### config.mk
export PLATFORM = sky130hd
export DESIGN_NAME = vn_div_cell
export DESIGN_NICKNAME = d
export VERILOG_FILES = /design/src/sv/vn_pkg.sv /design/src/sv/vn_div_cell.sv
export SDC_FILE = /design/constraint.sdc
export NUM_CORES = 1
export LEC_CHECK = 0
export ABC_AREA = 1
export BUFFER_PORTS_ARGS = -buffer_cell sky130_fd_sc_hd__clkbuf_2
export CORE_MARGIN = 1.5
export CORE_UTILIZATION = 30
export CTS_CLUSTER_SIZE = 10
export DETAILED_ROUTE_END_ITERATION = 7
export HOLD_SLACK_MARGIN = 0.02
export SLEW_MARGIN = 30
export SYNTH_ARGS = -nofsm -noshare
export SYNTH_HDL_FRONTEND = slang
export SYNTH_SLANG_ARGS = --single-unit
### constraint.sdc
create_clock -name clk -period 6.6 [get_ports clk]
set_input_delay 0.99 -clock clk [delete_from_list [all_inputs] [get_ports clk]]
set_output_delay 0.99 -clock clk [all_outputs]
set_load 0.005 [all_outputs]
### src/sv/vn_pkg.sv
// Package for the vec3_normalize core: shared constants and the pipeline control type.
// No dependencies; every other file uses it through scoped names.
package vn_pkg;

  localparam int COMP_WIDTH    = 24;
  localparam int OUT_FRAC_BITS = 14;
  localparam int OUT_WIDTH     = 16;
  localparam int NUM_LANES     = 3;

  // Control that every pipeline cell sees.
  typedef struct packed {
    logic adv;  // The whole pipe moves one stage this cycle.
  } ctl_t;

endpackage

### src/sv/vn_div_cell.sv
// One cell of the division chain: settles one quotient bit for all three lanes.
// Depends on vn_pkg for the lane count and the pipeline control type.
module vn_div_cell #(
  parameter int DW   = 40,
  parameter int QW   = 15,
  parameter int LW   = 25,
  parameter int BITI = 0
) (
  input  logic                                clk,
  input  logic                                rst_n,
  input  vn_pkg::ctl_t                        ctl,
  input  logic                                valid_i,
  input  logic [LW-1:0]                       len_i,
  input  logic [vn_pkg::NUM_LANES-1:0][DW-1:0] num_i,
  input  logic [vn_pkg::NUM_LANES-1:0][QW-1:0] q_i,
  input  logic [vn_pkg::NUM_LANES-1:0]         neg_i,
  output logic                                valid_o,
  output logic [LW-1:0]                       len_o,
  output logic [vn_pkg::NUM_LANES-1:0][DW-1:0] num_o,
  output logic [vn_pkg::NUM_LANES-1:0][QW-1:0] q_o,
  output logic [vn_pkg::NUM_LANES-1:0]         neg_o
);

  logic                                 valid_r;
  logic [LW-1:0]                        len_r;
  logic [vn_pkg::NUM_LANES-1:0][DW-1:0] num_r, num_nxt;
  logic [vn_pkg::NUM_LANES-1:0][QW-1:0] q_r, q_nxt;
  logic [vn_pkg::NUM_LANES-1:0]         neg_r;
  logic [DW-1:0]                        dsh;

  always_comb begin
    dsh = DW'(len_i) << BITI;
    for (int l = 0; l < vn_pkg::NUM_LANES; l++) begin
      num_nxt[l] = num_i[l];
      q_nxt[l]   = q_i[l];
      if (num_i[l] >= dsh) begin
        num_nxt[l]     = num_i[l] - dsh;
        q_nxt[l][BITI] = 1'b1;
      end
    end
  end

  always_ff @(posedge clk) begin
    if (!rst_n) begin
      valid_r <= 1'b0;
    end else if (ctl.adv) begin
      valid_r <= valid_i;
    end
  end

  always_ff @(posedge clk) begin
    if (ctl.adv) begin
      len_r <= len_i;
      num_r <= num_nxt;
      q_r   <= q_nxt;
      neg_r <= neg_i;
    end
  end

  assign valid_o = valid_r;
  assign len_o   = len_r;
  assign num_o   = num_r;
  assign q_o     = q_r;
  assign neg_o   = neg_r;

endmodule

==> results.md <==
* Slew @ Worst Pin at 0.798 ns
* Worst hold path class: reg -> reg
* Logic pwr share at 0.268
* Hold slack at 0.554 ns
* WL/cell at 18.2 um
* Input/output buffers at between 300 and 400
* Final instance area at 0.0181 mm^2
* CTS tree: done
* Synthesized flop and latch total at 194
* Max-slew violation count at 0
* Post-synth EDFFs at 193
* Crit end category: flop
* H-tree depth at 4
* CTS Root Cell: clkbuf_16
* Final Util at 0.371
* Int Power at 2.43 mW
* Post-CTS Resized at 0
* First-pass DRT Iterations at 6
* Die Y at ~220 um
* Fill count at between 5000 and 6000
* Fin crit share at 0.507
* Net count after synthesis at 2372
* Largest net degree at the start of global routing at 117
* Die area at 0.0506 mm^2
* Max frequency at roughly 300 MHz
* CP Launch Type: primary input
* Initial Util at 0.303
* VDD IR max at 0.000166 V
* Critical Path RT at 6.84 ns
* Slew headroom at 0.468
* Worst Skew at 0 ns
* Overall routing resource usage at 0.226
* Remaining DRCs at 0
* Sw frac at 0.357
* Ports at 391
* Pleak at 9.10 nW
* Post-synthesis sequential area ratio at 0.394
* DR iter-0 viols at about 1100
* P&R area growth vs syn at 22.4%
* Status: complete, no violations
* Met2 WL at 26.4 mm
* Netlist cell types at 37
* Final setup viols at 0
* Max Used Layer: met4
* P_sw at between 1 and 1.5 mW
* Final-report hold violation count at 0
* Clk Latency, worst-skew pair at 0.51 ns
* Setup TNS at 0 ns
* # Max-Cap Violations at 0
* Post-Syn Area at about 0.015 mm^2
* Place WS at 2.69 ns
* RD Place Congestion at around 1.0
* Dominant synthesized flop cell: edfxtp_1
* Via Count at 14800
* Global-route wire length before repair at 83.1 mm
* RSZ-0062 raised after global routing: false
* Core area at 0.0487 mm^2
* CTS Buf Count at 17
* Power Dens Cells at 209 mW/mm^2
* Sequential power share at 0.418
* Vias in the first global route at 13700
* Setup CP Type: in -> reg
* DRT met1 WL at 25.7 mm
* CTS sink cnt at 194
* Avg Synthesized Cell Area at 7.04 um^2
* Async S/R FF share, synth at 0
* Final Critical Period at 3.35 ns
* Initial antenna violation count at 4
* Post-CTS setup buffers at 0
* Wire length on met3 at 3.77 mm
* Clock power frac at 0.313
* Syn Inst Count at about 2100
* Placed cell area at roughly 0.017 mm^2
* Total wire length at 57.5 mm
* Row count at 81
* Final worst setup slack at 3.25 ns
* CP Data Arrival Time at roughly 3.6 ns
* Max Root-Sink Buffers at 2
* Layout cell share with drive strength beyond 1 at 0.189
* YS warnings at 0
* Vias per cell at 4.66
* Die X-Extent at 225 um
* Worst Path Max Fanout at 50
* NumNets Final at 2764
* Total gr overflow at 0
* Routed Antenna Nets at 0
* Hold-fix buffers, CTS at 0
* Hpwl dp at 48.2 mm
* Worst-path clk slew at 0.09 ns
[worst paths after layout]
check                  startpoint                   end  slack, ns  cells after the start
max                      len_i[0]    num_o[6]$_DFFE_PP_       3.25                     15
min reg2reg  valid_o$_SDFFE_PN0P_  valid_o$_SDFFE_PN0P_       0.55                      2
min          valid_o$_SDFFE_PN0P_  valid_o$_SDFFE_PN0P_       0.55                      2
max reg2reg  valid_o$_SDFFE_PN0P_  valid_o$_SDFFE_PN0P_       5.94                      2
[cells in the mapped netlist, types with 3 or more instances]
| cell | n | share of area |
|---|---|---|
| inv_1 | 364 | 0.093 |
| fa_1 | 3 | 0.0041 |
| o21bai_1 | 3 | 0.0015 |
| nand3_1 | 107 | 0.036 |
| o21ai_0 | 36 | 0.012 |
| nand2_4 | 6 | 0.0046 |
| o21ai_1 | 37 | 0.013 |
| a21oi_1 | 71 | 0.024 |
| buf_2 | 4 | 0.0014 |
| nand4_1 | 38 | 0.016 |
| nor4_1 | 4 | 0.0017 |
| ha_1 | 75 | 0.064 |
| o21ai_2 | 10 | 0.0059 |
| xor2_1 | 14 | 0.0083 |
| buf_8 | 3 | 0.0030 |
| inv_2 | 4 | 0.0010 |
| nor2_2 | 4 | 0.0017 |
| edfxtp_1 | 193 | 0.39 |
| buf_6 | 8 | 0.0061 |
| nor3_1 | 9 | 0.0030 |
| nand3_2 | 3 | 0.0020 |
| or2_2 | 6 | 0.0025 |
| xnor2_1 | 42 | 0.025 |
| nor2_1 | 209 | 0.053 |
| a21oi_2 | 7 | 0.0042 |
| nand2_1 | 804 | 0.20 |
| nand3b_1 | 11 | 0.0056 |
| buf_4 | 3 | 0.0015 |
| nand2_2 | 8 | 0.0034 |
[registers in the layout, summed over array words and instances (netlist names)]
| name | flops |
|---|---|
| len_o | 25 |
| neg_o | 3 |
| num_o | 120 |
| q_o | 45 |
| valid_o | 1 |
[cells by family after synthesis]
logic type | count (synthesis) | synth area share
simple gates | 1214 | 0.337
buf+inv | 389 | 0.107
flops | 194 | 0.394
compound gates | 166 | 0.0614
fa+ha+maj | 78 | 0.0676
xor+xnor | 56 | 0.0332
[power by group through the flow]
stage | registers [mW] | logic (mW) | clock network (mW)
2_1_floorplan | 1.61 | 0.518 | 0
3_3_place_gp | 1.61 | 1.01 | 0
3_5_place_dp | 1.61 | 1.01 | 0
4_1_cts | 1.58 | 1.01 | 1.22
5_1_grt | 1.59 | 1.12 | 1.25
6_report | 1.58 | 1.01 | 1.18
[critical path, cell delays in order]
cell and delay (ns):
clkbuf_2 0.14, ha_1 0.25, fa_1 0.43, inv_1 0.12, nand3_1 0.10, nand3_2 0.15
nand2_1 0.07, nand2_1 0.13, nand2_1 0.08, nand2_1 0.14, nand3_2 0.14, nand2_4 0.23
inv_2 0.34, nand2_1 0.15, o21ai_1 0.07
[metrics by stage]
stage               instances  total power, mW
CTS                      3166             3.82
detailed placement       3134             2.61
finish                   3170             3.77
floorplan                2097             2.13
global placement         3134             2.61
global route             3169             3.96
[cell type report]
cell class                      count  area [um^2]  share of cell area
Antenna cell                        4         10.0            0.000554
Clock buffer                       17          425              0.0235
Clock inverter                     15          233              0.0129
Inverter                          371         1400              0.0773
Multi-Input combinational cell   1514         7380               0.408
Sequential cell                   194         5820               0.322
Tap cell                          664          831              0.0460
Timing Repair Buffer              391         1980               0.110
[layout by cell type, fill, tap and decap left out, drive strengths merged]
| master | n |
|---|---|
| fa | 3 |
| nor2 | 213 |
| xor2 | 14 |
| and2 | 1 |
| inv | 378 |
| or2 | 7 |
| nand3 | 111 |
| a21oi | 78 |
| o21ai | 83 |
| clkbuf | 407 |
| edfxtp | 193 |
| a21boi | 2 |
| o21bai | 3 |
| nor4 | 4 |
| nand3b | 11 |
| and3 | 2 |
| ha | 75 |
| nor3 | 9 |
| dfxtp | 1 |
| xnor2 | 42 |
| clkinv | 8 |
| buf | 1 |
| nand4 | 38 |
| nand2 | 818 |
| diode | 4 |
[routing by layer]
| metal | up-vias | global-route usage |
|---|---|---|
| li1 | 7413 | - |
| met1 | 6768 | 0.296 |
| met2 | 533 | 0.368 |
| met3 | 73 | 0.0453 |
| met4 | 0 | 0.0821 |
| met5 | - | 0 |
(Power assumes the default switching activity.)
