### src/sv/vn_pkg.sv
// Package for the vec3_normalize core: shared constants and the pipeline control type.
// No dependencies; every other file uses it through scoped names.
package vn_pkg;

  localparam int COMP_WIDTH    = 24;
  localparam int OUT_FRAC_BITS = 14;
  localparam int OUT_WIDTH     = 16;
  localparam int NUM_LANES     = 3;

  // Control that every pipeline cell sees.
  typedef struct packed {
    logic adv;  // The whole pipe moves one stage this cycle.
  } ctl_t;

endpackage

### src/sv/vn_sqrt_cell.sv
// One cell of the square-root chain: settles one bit of the floor root.
// Depends on vn_pkg for the pipeline control type.
module vn_sqrt_cell #(
  parameter int SUMW  = 50,
  parameter int SIDEW = 75,
  parameter int SHIFT = 0
) (
  input  logic                 clk,
  input  logic                 rst_n,
  input  vn_pkg::ctl_t         ctl,
  input  logic                 valid_i,
  input  logic [SUMW-1:0]      rem_i,
  input  logic [SUMW-1:0]      root_i,
  input  logic [SIDEW-1:0]     side_i,
  output logic                 valid_o,
  output logic [SUMW-1:0]      rem_o,
  output logic [SUMW-1:0]      root_o,
  output logic [SIDEW-1:0]     side_o
);

  localparam logic [SUMW-1:0] BIT = SUMW'(1) << SHIFT;

  logic            valid_r;
  logic [SUMW-1:0] rem_r, rem_nxt;
  logic [SUMW-1:0] root_r, root_nxt;
  logic [SIDEW-1:0] side_r;
  logic [SUMW-1:0] trial;

  always_comb begin
    trial = root_i + BIT;
    if (rem_i >= trial) begin
      rem_nxt  = rem_i - trial;
      root_nxt = (root_i >> 1) + BIT;
    end else begin
      rem_nxt  = rem_i;
      root_nxt = root_i >> 1;
    end
  end

  always_ff @(posedge clk) begin
    if (!rst_n) begin
      valid_r <= 1'b0;
    end else if (ctl.adv) begin
      valid_r <= valid_i;
    end
  end

  always_ff @(posedge clk) begin
    if (ctl.adv) begin
      rem_r  <= rem_nxt;
      root_r <= root_nxt;
      side_r <= side_i;
    end
  end

  assign valid_o = valid_r;
  assign rem_o   = rem_r;
  assign root_o  = root_r;
  assign side_o  = side_r;

endmodule

### config.mk
export PLATFORM = sky130hd
export DESIGN_NAME = vn_sqrt_cell
export DESIGN_NICKNAME = d
export VERILOG_FILES = /design/src/sv/vn_pkg.sv /design/src/sv/vn_sqrt_cell.sv
export SDC_FILE = /design/constraint.sdc
export NUM_CORES = 1
export LEC_CHECK = 0
export BUFFER_PORTS_ARGS = -buffer_cell sky130_fd_sc_hd__buf_2
export CORE_UTILIZATION = 48
export CTS_BUF_LIST = sky130_fd_sc_hd__clkbuf_8
export CTS_CLUSTER_DIAMETER = 50
export CTS_CLUSTER_SIZE = 8
export DETAILED_ROUTE_END_ITERATION = 7
export PLACE_DENSITY = 0.83
export SYNTH_ARGS = -nofsm -noshare
export SYNTH_HDL_FRONTEND = slang
export SYNTH_SLANG_ARGS = --single-unit
export TNS_END_PERCENT = 10
### constraint.sdc
create_clock -name clk -period 4.7 [get_ports clk]
set_input_delay 0.705 -clock clk [delete_from_list [all_inputs] [get_ports clk]]
set_output_delay 0.705 -clock clk [all_outputs]
set_load 0.01 [all_outputs]
==> impl_metrics.xml, run 1 <==
<?xml version="1.0" encoding="UTF-8"?>
<metrics>
  <group name="status">
    <metric name="outcome" unit="">complete, no violations</metric>
  </group>
  <group name="synth">
    <metric name="postSynthCellCount" unit="">1028</metric>
    <metric name="synth_top_area_share" unit="%">48.9</metric>
    <metric name="synth_edf_count" unit="">175</metric>
    <metric name="largest_family_of_logic_cells_by_synthesized_area" unit="">simple AND/OR/NAND/NOR gates</metric>
    <metric name="synth_top_cells_by_area" unit="">sky130_fd_sc_hd__edfxtp_1, sky130_fd_sc_hd__xnor2_1, sky130_fd_sc_hd__ha_1, sky130_fd_sc_hd__xor2_1, sky130_fd_sc_hd__nand2_1</metric>
    <metric name="syn-cell-area" unit="mm2">0.0107</metric>
    <metric name="synth_compound_gate_area_share" unit="%">13.9</metric>
    <metric name="synth.most_common_cell" unit="">sky130_fd_sc_hd__edfxtp_1</metric>
    <metric name="syn-mean-instance-area" unit="um2">10.4</metric>
    <metric name="share_of_synthesized_cell_area_in_full_adder_half_adder_and_majority_cells" unit="%">6.25</metric>
    <metric name="yosysWarningCount" unit="">0</metric>
    <metric name="yosys.area_share.xor_xnor" unit="%">11.2</metric>
    <metric name="yosys.cell_types.count" unit="">64</metric>
    <metric name="synthFlopType" unit="">sky130_fd_sc_hd__edfxtp_1</metric>
    <metric name="post_synth_and_or_nand_nor_area_fraction" unit="%">16.7</metric>
    <metric name="cell_types_with_the_highest_counts_after_synthesis" unit="">sky130_fd_sc_hd__edfxtp_1, sky130_fd_sc_hd__nand2_1, sky130_fd_sc_hd__xnor2_1</metric>
    <metric name="multiplexer_share_of_the_synthesized_area" unit="%">0.0932</metric>
    <metric name="yosysTopAreaCell" unit="">sky130_fd_sc_hd__edfxtp_1</metric>
    <metric name="seq_area_frac_synth" unit="%">49.1</metric>
    <metric name="synth_async_sr_flop_share" unit="%">0</metric>
    <metric name="synth_seq_cells" unit="">176</metric>
    <metric name="syn_nets" unit="">1260</metric>
  </group>
  <group name="placed_design">
    <metric name="place_worst_setup_slack" unit="ns">-0.417</metric>
    <metric name="finalWeightedCongestion" unit="">0.962</metric>
    <metric name="hpwl" unit="mm">29.6</metric>
    <metric name="port_buffers" unit="">354</metric>
  </group>
  <group name="timing">
    <metric name="hold_viol_final" unit="">0</metric>
    <metric name="final_min_period_over_clock_period" unit="%">99.2</metric>
    <metric name="fmaxAchievable" unit="GHz">0.215</metric>
    <metric name="fin_setup_tns" unit="ns">0</metric>
    <metric name="layout_min_cycle_time" unit="ns">4.66</metric>
    <metric name="pin_slew_with_the_least_headroom_to_its_limit" unit="ns">1.07</metric>
    <metric name="worst_slack_setup_final" unit="ns">0.0399</metric>
    <metric name="rsz_0062_raised_after_global_routing" unit="">yes</metric>
    <metric name="setup_viol" unit="">0</metric>
    <metric name="timing.slew.headroom" unit="%">28.4</metric>
    <metric name="slew_limit_fails" unit="">0</metric>
    <metric name="finalClockSkew" unit="ns">0</metric>
  </group>
  <group name="critical_path">
    <metric name="delay_heaviest_family_cp" unit="">simple AND/OR/NAND/NOR gates</metric>
    <metric name="crit_arrival" unit="ns">4.89</metric>
    <metric name="timing.setup.critical_path_class" unit="">in2reg</metric>
    <metric name="crit_fanout" unit="">7</metric>
    <metric name="crit_slowest_cell" unit="">sky130_fd_sc_hd__a311o_1</metric>
    <metric name="timing.critical_path.cells" unit="">buf_2, nand4_1, buf_6, nor2_4, and3_4, and4_1, nand4_1, nor3_2, nand4_1, nor2_2, xnor2_2, ha_1, a21o_1, a21oi_2, o21ai_1, a211o_1, and2_4, a311o_1, buf_6, o21bai_4, buf_12, buf_8, nor4_2, xor2_1</metric>
    <metric name="timing.critical_path.slowest_cell_delay" unit="ns">0.35</metric>
    <metric name="crit_path_end_kind" unit="">flip-flop</metric>
    <metric name="cp_num_cells" unit="">24</metric>
    <metric name="startpoint_class" unit="">input pin</metric>
    <metric name="cp.required" unit="ns">4.93</metric>
    <metric name="r2r.worst_path.cells" unit="">2</metric>
    <metric name="crit_buf_inv" unit="">5</metric>
    <metric name="crit_top_cell" unit="">sky130_fd_sc_hd__nand4_1</metric>
  </group>
  <group name="global_route">
    <metric name="grt_first_pass_wirelength" unit="mm">54.6</metric>
    <metric name="grt_antenna_before_repair" unit="">11</metric>
    <metric name="grt_start_max_net_pins" unit="">112</metric>
    <metric name="vias_in_the_first_global_route" unit="">9776</metric>
    <metric name="groute.usage.overall" unit="%">32.0</metric>
    <metric name="grt_overflow_total" unit="">0</metric>
  </group>
  <group name="clock_network">
    <metric name="cts_tree" unit="">built</metric>
    <metric name="cts_num_sinks" unit="">176</metric>
    <metric name="clock_latency" unit="ns">0.48</metric>
    <metric name="cts_inserted_buffers" unit="">17</metric>
    <metric name="cts.clk_slew.worst_paths" unit="ns">0.11</metric>
    <metric name="h-tree-depth" unit="">4</metric>
    <metric name="cts-root-to-sink-buffers" unit="">2</metric>
    <metric name="clock_root_cell" unit="">sky130_fd_sc_hd__clkbuf_8</metric>
  </group>
  <group name="die">
    <metric name="core_area" unit="mm2">0.0219</metric>
    <metric name="die_area" unit="mm2">0.0230</metric>
    <metric name="std_cell_rows" unit="">54</metric>
    <metric name="io_pins" unit="">355</metric>
    <metric name="die_h" unit="um">152</metric>
    <metric name="fp.dieW" unit="um">152</metric>
    <metric name="effective_utilization_at_floorplan" unit="%">49.0</metric>
  </group>
  <group name="routing">
    <metric name="wl_met1" unit="mm">14.9</metric>
    <metric name="drt_total_wl" unit="mm">37.7</metric>
    <metric name="dr_wl_met3" unit="mm">3.53</metric>
    <metric name="drt-initial-drc-count" unit="">954</metric>
    <metric name="detailroute.wirelength.met2" unit="mm">17.7</metric>
    <metric name="post_drt_wl_per_cell" unit="um">20.5</metric>
    <metric name="count_of_vias_placed_by_the_detailed_router" unit="">10300</metric>
    <metric name="route.top_layer_used" unit="">met5</metric>
    <metric name="drc" unit="">0</metric>
    <metric name="postRouteAntennaNets" unit="">0</metric>
    <metric name="avgViaCountPerCell" unit="">5.60</metric>
    <metric name="firstDrtPassIters" unit="">5</metric>
  </group>
  <group name="layout">
    <metric name="finalNetCount" unit="">1773</metric>
    <metric name="filler_cell_count" unit="">1762</metric>
    <metric name="area_growth" unit="%">37.2</metric>
    <metric name="post_route_cells_drive_above_1_share" unit="%">39.0</metric>
  </group>
  <group name="min_path">
    <metric name="whs_path_depth" unit="">1</metric>
    <metric name="hp-class" unit="">in2reg</metric>
  </group>
  <group name="pwr">
    <metric name="power_per_cell_area" unit="mW/mm2">294</metric>
    <metric name="total_leakage_power" unit="nW">6.37</metric>
    <metric name="maximum_vdd_drop" unit="uV">185</metric>
  </group>
  <group name="job">
    <metric name="max-cap-violations" unit="">0</metric>
  </group>
</metrics>
==> flip-flops by register name (all words and copies together), names as in the netlist <==
register,flops
valid_o,1
root_o,50
side_o,75
rem_o,50
==> metrics by stage <==
step	hold slack, ns	utilization, %	instances	total power [mW]	instance area (um2)
2_1_floorplan	0.538	-	1028	2.61	10800
3_3_place_gp	0.496	64.7	1794	3.20	14200
3_5_place_dp	0.505	64.7	1794	3.22	14200
4_1_cts	0.372	66.5	1826	4.29	14600
5_1_grt	0.358	67.3	1840	4.51	14700
6_report	0.390	67.3	1841	4.33	14700
==> placed cells by master, fill, tap and decap left out, types with 5 or more instances in the layout <==
cell type / count
sky130_fd_sc_hd__o21ai_1: 50
sky130_fd_sc_hd__buf_4: 168
sky130_fd_sc_hd__nand3_1: 48
sky130_fd_sc_hd__o31ai_1: 10
sky130_fd_sc_hd__and3_1: 19
sky130_fd_sc_hd__clkbuf_8: 17
sky130_fd_sc_hd__nand4_1: 41
sky130_fd_sc_hd__xnor2_1: 80
sky130_fd_sc_hd__o22ai_1: 5
sky130_fd_sc_hd__and4_1: 10
sky130_fd_sc_hd__and2_1: 12
sky130_fd_sc_hd__nand2_1: 120
sky130_fd_sc_hd__nand2b_1: 6
sky130_fd_sc_hd__nor2b_1: 7
sky130_fd_sc_hd__a21o_1: 21
sky130_fd_sc_hd__inv_1: 27
sky130_fd_sc_hd__o21bai_1: 14
sky130_fd_sc_hd__a31oi_1: 5
sky130_fd_sc_hd__o21ai_0: 26
sky130_fd_sc_hd__a21oi_1: 48
sky130_fd_sc_hd__o21a_1: 8
sky130_fd_sc_hd__buf_12: 9
sky130_fd_sc_hd__ha_1: 52
sky130_fd_sc_hd__xor2_1: 55
sky130_fd_sc_hd__edfxtp_1: 175
sky130_fd_sc_hd__diode_2: 7
sky130_fd_sc_hd__nor4_1: 5
sky130_fd_sc_hd__clkinv_8: 5
sky130_fd_sc_hd__nor2_1: 56
sky130_fd_sc_hd__buf_2: 353
sky130_fd_sc_hd__nor3_1: 15
==> kinds of logic (layout without fill, tap and decap cells) <==
group | after synthesis | after routing
and+or+nand+nor | 364 | 364
adders and majority gates | 53 | 53
buffers and inverters | 68 | 594
xor gates and xnor gates | 137 | 137
other | 0 | 7
DFF | 176 | 176
muxes | 1 | 1
AOI/OAI and AO/OA | 229 | 229
==> where the power goes <==
part / switching (mW) / total [mW] / internal (mW)
Clock: 0.683 / 1.09 / 0.402
Sequential: 0.0437 / 1.95 / 1.91
Combinational: 0.718 / 1.29 / 0.569
Total: 1.45 / 4.33 / 2.88
==> metal layers <==
layer	track usage, %	up-vias
met5	0	-
met4	13.9	8
met3	7.93	95
met2	52.7	526
met1	39.8	4839
li1	-	4845
==> path summary, 6_finish.rpt <==
path                              from              endpoint  slack (ns)
setup / recovery            root_i[13]  root_o[46]$_DFFE_PP_        0.04
hold / removal              side_i[35]  side_o[35]$_DFFE_PP_        0.39
setup reg to reg  valid_o$_SDFFE_PN0P_  valid_o$_SDFFE_PN0P_        4.10
hold reg to reg   valid_o$_SDFFE_PN0P_  valid_o$_SDFFE_PN0P_        0.53
==> cell type report <==
cell class | count | area [um2] | area share [%]
Clock buffer | 17 | 234 | 1.59
Timing Repair Buffer | 536 | 3290 | 22.4
Antenna cell | 7 | 17.5 | 0.119
Sequential cell | 176 | 5280 | 35.8
Clock inverter | 15 | 170 | 1.16
Inverter | 26 | 97.6 | 0.662
Tap cell | 280 | 350 | 2.38
Multi-Input combinational cell | 784 | 5290 | 35.9
==> timing repair <==
item | CTS | global route
resized for setup | 0 | 16
hold buffers | 0 | 0
endpoints found under the setup margin | 0 | 98
buffers inserted | 0 | 7
(Power assumes the default switching activity.)
==> run 2: changes to the inputs <==
PLACE_DENSITY = 0.77   (was 0.83)
==> run 2 against run 1 <==
Combinational power barely moved. Critical path depth down 1. Critical endpoint is now root_o[29]$_DFFE_PP_. Largest power group unchanged. Final cell count up 0.43%. Wire length shrank 0.40%. Power is 0.15% lower.
==> impl_metrics.xml, run 2 (synthesis gave the netlist of run 1 again) <==
<?xml version="1.0" encoding="UTF-8"?>
<metrics>
  <group name="die">
    <metric name="io_pins" unit="">355</metric>
    <metric name="effective_utilization_at_floorplan" unit="%">49.0</metric>
    <metric name="die_area" unit="mm2">0.0230</metric>
    <metric name="die_h" unit="um">152</metric>
    <metric name="std_cell_rows" unit="">54</metric>
    <metric name="core_area" unit="mm2">0.0219</metric>
    <metric name="fp.dieW" unit="um">152</metric>
  </group>
  <group name="clock_network">
    <metric name="hold_buffers" unit="">0</metric>
    <metric name="cts_tree" unit="">built</metric>
    <metric name="cts-root-to-sink-buffers" unit="">2</metric>
    <metric name="cts_inserted_buffers" unit="">17</metric>
    <metric name="clock_latency" unit="ns">0.47</metric>
    <metric name="cts_num_sinks" unit="">176</metric>
    <metric name="cts.clk_slew.worst_paths" unit="ns">0.11</metric>
    <metric name="h-tree-depth" unit="">4</metric>
    <metric name="clock_root_cell" unit="">sky130_fd_sc_hd__clkbuf_8</metric>
  </group>
  <group name="layout">
    <metric name="finalCoreUtilization" unit="%">67.7</metric>
    <metric name="area_growth" unit="%">38.1</metric>
    <metric name="final_cell_area" unit="mm2">0.0148</metric>
    <metric name="footprint_of_the_multi_input_gates" unit="mm2">0.00533</metric>
    <metric name="layout.cells.most_common" unit="">sky130_fd_sc_hd__buf_2</metric>
    <metric name="regArea" unit="mm2">0.00528</metric>
    <metric name="filler_cell_count" unit="">1773</metric>
    <metric name="finalNetCount" unit="">1782</metric>
    <metric name="post_route_cells_drive_above_1_share" unit="%">39.9</metric>
    <metric name="largest_register_ffs" unit="">75</metric>
    <metric name="mostFrequentLayoutCells" unit="">sky130_fd_sc_hd__buf_2, sky130_fd_sc_hd__buf_4, sky130_fd_sc_hd__edfxtp_1</metric>
  </group>
  <group name="status">
    <metric name="outcome" unit="">complete, no violations</metric>
  </group>
  <group name="placed_design">
    <metric name="finalWeightedCongestion" unit="">0.944</metric>
    <metric name="place_worst_setup_slack" unit="ns">-0.346</metric>
    <metric name="detailed_place.area" unit="mm2">0.0142</metric>
    <metric name="port_buffers" unit="">354</metric>
    <metric name="hpwl" unit="mm">29.1</metric>
  </group>
  <group name="min_path">
    <metric name="hp-class" unit="">in2reg</metric>
    <metric name="holdCritStartpoint" unit="">side_i[68]</metric>
    <metric name="hold_path_end" unit="">side_o[68]$_DFFE_PP_</metric>
    <metric name="whs_path_depth" unit="">1</metric>
  </group>
  <group name="timing">
    <metric name="setup_viol" unit="">0</metric>
    <metric name="layout_min_cycle_time" unit="ns">4.62</metric>
    <metric name="worst_slack_setup_final" unit="ns">0.0759</metric>
    <metric name="slew_limit_fails" unit="">0</metric>
    <metric name="pin_slew_with_the_least_headroom_to_its_limit" unit="ns">1.09</metric>
    <metric name="finalClockSkew" unit="ns">0</metric>
    <metric name="hold_viol_final" unit="">0</metric>
    <metric name="timing.slew.headroom" unit="%">27.1</metric>
    <metric name="final_min_period_over_clock_period" unit="%">98.4</metric>
    <metric name="fmaxAchievable" unit="GHz">0.216</metric>
  </group>
  <group name="routing">
    <metric name="drc" unit="">0</metric>
    <metric name="route.top_layer_used" unit="">met5</metric>
    <metric name="drt_total_wl" unit="mm">37.6</metric>
    <metric name="detailroute.wirelength.met2" unit="mm">17.7</metric>
    <metric name="drt-initial-drc-count" unit="">771</metric>
    <metric name="avgViaCountPerCell" unit="">5.59</metric>
    <metric name="post_drt_wl_per_cell" unit="um">20.3</metric>
    <metric name="count_of_vias_placed_by_the_detailed_router" unit="">10300</metric>
    <metric name="firstDrtPassIters" unit="">5</metric>
    <metric name="postRouteAntennaNets" unit="">0</metric>
    <metric name="wl_met1" unit="mm">15.1</metric>
    <metric name="dr_wl_met3" unit="mm">3.42</metric>
  </group>
  <group name="critical_path">
    <metric name="r2r.worst_path.cells" unit="">2</metric>
    <metric name="crit_path_end_kind" unit="">flip-flop</metric>
    <metric name="beginning_of_the_worst_register_to_register_path" unit="">valid_o$_SDFFE_PN0P_</metric>
    <metric name="cp.required" unit="ns">4.93</metric>
    <metric name="setup_slack_on_the_worst_flop_to_flop_path" unit="ns">4.06</metric>
    <metric name="worstReg2RegEnd" unit="">valid_o$_SDFFE_PN0P_</metric>
    <metric name="timing.setup.critical_path_class" unit="">in2reg</metric>
    <metric name="startpoint_class" unit="">input pin</metric>
    <metric name="crit_arrival" unit="ns">4.86</metric>
    <metric name="crit_fanout" unit="">5</metric>
  </group>
  <group name="pwr">
    <metric name="total_leakage_power" unit="nW">6.41</metric>
    <metric name="power_per_cell_area" unit="mW/mm2">291</metric>
    <metric name="maximum_vdd_drop" unit="uV">161</metric>
  </group>
  <group name="global_route">
    <metric name="groute.usage.overall" unit="%">31.1</metric>
    <metric name="grt_start_max_net_pins" unit="">107</metric>
    <metric name="grt_overflow_total" unit="">0</metric>
    <metric name="grt_first_pass_wirelength" unit="mm">53.3</metric>
    <metric name="grt_antenna_before_repair" unit="">7</metric>
    <metric name="vias_in_the_first_global_route" unit="">9817</metric>
  </group>
  <group name="job">
    <metric name="max-cap-violations" unit="">0</metric>
  </group>
</metrics>
run 2: repair_timing:
item,4_1_cts,5_1_grt
hold endpoints to repair,0,0
setup endpoints to repair,0,95
gates resized for setup,0,22
buffers inserted,0,4
run 2: per-stage QoR:
step | hold slack, ns | TNS, ns | total power, mW | instances
after floorplan | 0.538 | 0 | 2.61 | 1028
after global placement | 0.496 | -17.38 | 3.17 | 1802
after detailed placement | 0.553 | -25.35 | 3.19 | 1802
after CTS | 0.375 | 0 | 4.26 | 1834
after global routing | 0.371 | -0.400 | 4.50 | 1845
final | 0.392 | 0 | 4.32 | 1849
run 2: worst max-delay path by stage:
stage	start	to	slack, ns
6_report	root_i[14]	root_o[29]$_DFFE_PP_	0.08
5_1_grt	root_i[13]	root_o[28]$_DFFE_PP_	-0.05
4_1_cts	root_i[12]	root_o[29]$_DFFE_PP_	0.15
3_5_place_dp	root_i[12]	root_o[29]$_DFFE_PP_	-0.35
3_3_place_gp	root_i[11]	root_o[28]$_DFFE_PP_	-0.26
2_1_floorplan	root_i[3]	root_o[17]$_DFFE_PP_	0.03
run 2: layer usage:
metal | vias to the layer above | track usage, %
li1 | 4850 | -
met2 | 502 | 51.7
met5 | - | 0
met3 | 79 | 6.29
met1 | 4908 | 39.8
met4 | 4 | 11.9
run 2: critical path, stage by stage:
cell                      delay [ns]
sky130_fd_sc_hd__buf_2          0.09
sky130_fd_sc_hd__nand4_1        0.17
sky130_fd_sc_hd__buf_4          0.21
sky130_fd_sc_hd__nor2_4         0.11
sky130_fd_sc_hd__and3_4         0.19
sky130_fd_sc_hd__and4_4         0.21
sky130_fd_sc_hd__nand4_1        0.14
sky130_fd_sc_hd__buf_4          0.18
sky130_fd_sc_hd__nor2_2         0.15
sky130_fd_sc_hd__nand3_2        0.14
sky130_fd_sc_hd__xor2_2         0.21
sky130_fd_sc_hd__ha_1           0.32
sky130_fd_sc_hd__a21oi_2        0.17
sky130_fd_sc_hd__o21ai_0        0.14
sky130_fd_sc_hd__nor2b_1        0.16
sky130_fd_sc_hd__a211o_1        0.28
sky130_fd_sc_hd__and2_4         0.16
sky130_fd_sc_hd__a311o_1        0.39
sky130_fd_sc_hd__o21ba_4        0.28
sky130_fd_sc_hd__buf_12         0.16
sky130_fd_sc_hd__buf_4          0.13
sky130_fd_sc_hd__nand2_1        0.07
sky130_fd_sc_hd__xnor2_1        0.08
run 2: power by group:
part | leakage [nW] | internal, mW | switching [mW]
Clock | 0.203 | 0.403 | 0.680
Sequential | 1.72 | 1.91 | 0.0406
Combinational | 4.49 | 0.567 | 0.719
run 2: layout make-up:
cell class | count | share of cell area [%]
Antenna cell | 6 | 0.101
Clock buffer | 17 | 1.58
Clock inverter | 15 | 1.15
Inverter | 26 | 0.658
Multi-Input combinational cell | 784 | 36.0
Sequential cell | 176 | 35.6
Tap cell | 280 | 2.36
Timing Repair Buffer | 545 | 22.6
==> run 3: changes to the inputs <==
GPL_TIMING_DRIVEN = 0   (was unset)
==> run 3 against run 2 <==
Wire length is 2.6% lower. Utilization down 2.7 points. Final cell count is 6.8% lower. First-iteration DRC count fell by 21%. Via count shrank 6.5%. Sequential power hardly changed. Maximum frequency decreased by 0.97%. Clock-buffer cell count did not move. Combinational power fell by 5%. Sequential cell count did not move. Critical path depth down 1.
==> impl_metrics.xml, run 3 (synthesis gave the netlist of run 1 again) <==
<?xml version="1.0" encoding="UTF-8"?>
<metrics>
  <group name="clock_network">
    <metric name="hold_buffers" unit="">0</metric>
    <metric name="cts-root-to-sink-buffers" unit="">2</metric>
    <metric name="h-tree-depth" unit="">4</metric>
    <metric name="clock_root_cell" unit="">sky130_fd_sc_hd__clkbuf_8</metric>
    <metric name="clock_latency" unit="ns">0.46</metric>
    <metric name="cts_inserted_buffers" unit="">17</metric>
    <metric name="cts_tree" unit="">built</metric>
    <metric name="cts_num_sinks" unit="">176</metric>
    <metric name="cts.clk_slew.worst_paths" unit="ns">0.11</metric>
  </group>
  <group name="layout">
    <metric name="mostFrequentLayoutCells" unit="">sky130_fd_sc_hd__buf_2, sky130_fd_sc_hd__edfxtp_1, sky130_fd_sc_hd__nand2_1</metric>
    <metric name="largest_register_ffs" unit="">75</metric>
    <metric name="post_route_cells_drive_above_1_share" unit="%">36.8</metric>
    <metric name="finalNetCount" unit="">1655</metric>
    <metric name="finalCoreUtilization" unit="%">65.0</metric>
    <metric name="final-instance-count-excl-fill" unit="">1723</metric>
    <metric name="area_growth" unit="%">32.6</metric>
    <metric name="final_cell_area" unit="mm2">0.0142</metric>
    <metric name="layout.cells.most_common" unit="">sky130_fd_sc_hd__buf_2</metric>
  </group>
  <group name="critical_path">
    <metric name="crit_buf_inv" unit="">4</metric>
    <metric name="timing.critical_path.slowest_cell_delay" unit="ns">0.37</metric>
    <metric name="crit_top_cell" unit="">sky130_fd_sc_hd__and3_4</metric>
    <metric name="timing.setup.critical_path_class" unit="">in2reg</metric>
    <metric name="delay_heaviest_family_cp" unit="">simple AND/OR/NAND/NOR gates</metric>
    <metric name="crit_arrival" unit="ns">4.89</metric>
    <metric name="cp.required" unit="ns">4.92</metric>
    <metric name="timing.critical_path.cells" unit="">buf_2, and4_4, and3_4, and3_4, and2_1, buf_6, nand2_2, nor2_4, nand2_1, xor2_1, ha_1, and3_4, nand2_1, nor3_4, o311ai_4, a31oi_4, a311o_1, o21ba_1, buf_6, buf_8, nand4_1, xnor2_2</metric>
    <metric name="crit_fanout" unit="">10</metric>
    <metric name="startpoint_class" unit="">input pin</metric>
    <metric name="crit_slowest_cell" unit="">sky130_fd_sc_hd__ha_1</metric>
    <metric name="crit_path_end_kind" unit="">flip-flop</metric>
  </group>
  <group name="die">
    <metric name="die_h" unit="um">152</metric>
    <metric name="core_area" unit="mm2">0.0219</metric>
    <metric name="die_area" unit="mm2">0.0230</metric>
    <metric name="effective_utilization_at_floorplan" unit="%">49.0</metric>
    <metric name="io_pins" unit="">355</metric>
    <metric name="fp.dieW" unit="um">152</metric>
    <metric name="std_cell_rows" unit="">54</metric>
  </group>
  <group name="timing">
    <metric name="final_min_period_over_clock_period" unit="%">99.4</metric>
    <metric name="finalClockSkew" unit="ns">0</metric>
    <metric name="hold_viol_final" unit="">0</metric>
    <metric name="slew_limit_fails" unit="">0</metric>
    <metric name="worst_slack_setup_final" unit="ns">0.0304</metric>
    <metric name="pin_slew_with_the_least_headroom_to_its_limit" unit="ns">1.35</metric>
    <metric name="fin_setup_tns" unit="ns">0</metric>
    <metric name="final.hold.worst_slack" unit="ns">0.403</metric>
    <metric name="layout_min_cycle_time" unit="ns">4.67</metric>
    <metric name="timing.slew.headroom" unit="%">9.46</metric>
    <metric name="fmaxAchievable" unit="GHz">0.214</metric>
    <metric name="setup_viol" unit="">0</metric>
    <metric name="rsz_0062_raised_after_global_routing" unit="">yes</metric>
  </group>
  <group name="global_route">
    <metric name="groute.usage.overall" unit="%">30.7</metric>
    <metric name="gr-usage-met3" unit="%">6.98</metric>
    <metric name="grt_antenna_before_repair" unit="">10</metric>
    <metric name="groute.layer.met1.usage" unit="%">39.9</metric>
    <metric name="grt_met2_use" unit="%">49.5</metric>
    <metric name="globalRoute.busiestLayer" unit="">met2</metric>
    <metric name="vias_in_the_first_global_route" unit="">9092</metric>
    <metric name="grt_start_max_net_pins" unit="">98</metric>
    <metric name="grt_overflow_total" unit="">0</metric>
    <metric name="grt_first_pass_wirelength" unit="mm">51.7</metric>
  </group>
  <group name="placed_design">
    <metric name="detailed_place.area" unit="mm2">0.0129</metric>
    <metric name="hpwl" unit="mm">28.1</metric>
    <metric name="port_buffers" unit="">346</metric>
    <metric name="place.detailed.instances" unit="">1655</metric>
    <metric name="place_worst_setup_slack" unit="ns">-1.18</metric>
    <metric name="finalWeightedCongestion" unit="">0.898</metric>
  </group>
  <group name="routing">
    <metric name="count_of_vias_placed_by_the_detailed_router" unit="">9672</metric>
    <metric name="postRouteAntennaNets" unit="">0</metric>
    <metric name="drt_total_wl" unit="mm">36.6</metric>
    <metric name="avgViaCountPerCell" unit="">5.61</metric>
    <metric name="firstDrtPassIters" unit="">6</metric>
    <metric name="post_drt_wl_per_cell" unit="um">21.2</metric>
    <metric name="drc" unit="">0</metric>
    <metric name="drt-initial-drc-count" unit="">612</metric>
  </group>
  <group name="min_path">
    <metric name="hp-class" unit="">in2reg</metric>
  </group>
  <group name="status">
    <metric name="outcome" unit="">complete, no violations</metric>
  </group>
  <group name="pwr">
    <metric name="power_per_cell_area" unit="mW/mm2">298</metric>
    <metric name="total_leakage_power" unit="nW">5.85</metric>
    <metric name="maximum_vdd_drop" unit="uV">209</metric>
    <metric name="power" unit="mW">4.25</metric>
  </group>
  <group name="job">
    <metric name="max-cap-violations" unit="">0</metric>
  </group>
</metrics>
==> run 3: cell count changes in the layout (fill, tap and decap cells not counted), sizes merged <==
cell    previous run  this run
clkinv             6         7
clkbuf            22        33
diode              6         7
inv               34        33
buf              540       402
==> run 3: worst paths after layout <==
kind | start | end | slack, ns | cells after the start
worst min-delay path | side_i[26] | side_o[26]$_DFFE_PP_ | 0.40 | 1
worst max-delay path | root_i[6] | root_o[31]$_DFFE_PP_ | 0.03 | 22
worst max register to register | valid_o$_SDFFE_PN0P_ | valid_o$_SDFFE_PN0P_ | 4.06 | 2
worst min register to register | valid_o$_SDFFE_PN0P_ | valid_o$_SDFFE_PN0P_ | 0.57 | 2
==> run 3: cell type report <==
class / instances / area, um2
Inverter: 26 / 97.6
Buffer: 38 / 323
Sequential cell: 176 / 5280
Tap cell: 280 / 350
Clock inverter: 15 / 168
Timing Repair Buffer: 380 / 2070
Multi-Input combinational cell: 784 / 5700
Clock buffer: 17 / 234
Fill cell: 1762 / 7660
Antenna cell: 7 / 17.5
==> run 3: repair_timing <==
| action | CTS | global route |
|---|---|---|
| buffers inserted | 12 | 20 |
| gates resized for setup | 47 | 88 |
| pin swaps | 15 | 28 |
| cloned | 0 | 1 |
| setup endpoints to repair | 100 | 100 |
==> run 3: routing by layer <==
| metal | up-vias | share of wire (%) |
|---|---|---|
| met4 | 8 | 3.0 |
| met1 | 4547 | 41 |
| met3 | 64 | 8.7 |
| met5 | - | 0.15 |
| li1 | 4591 | - |
| met2 | 462 | 47 |
==> run 3: where the power goes <==
part,leakage [nW],switching (mW),internal (mW),total (mW)
combinational,3.93,0.713,0.503,1.22
sequential,1.72,0.0388,1.91,1.95
clock,0.199,0.680,0.404,1.08
==> run 3: worst register-to-register path: stages (launching register included) <==
cell and delay [ns]:
sky130_fd_sc_hd__dfxtp_1 0.33, sky130_fd_sc_hd__mux2i_1 0.15, sky130_fd_sc_hd__nor2b_1 0.06
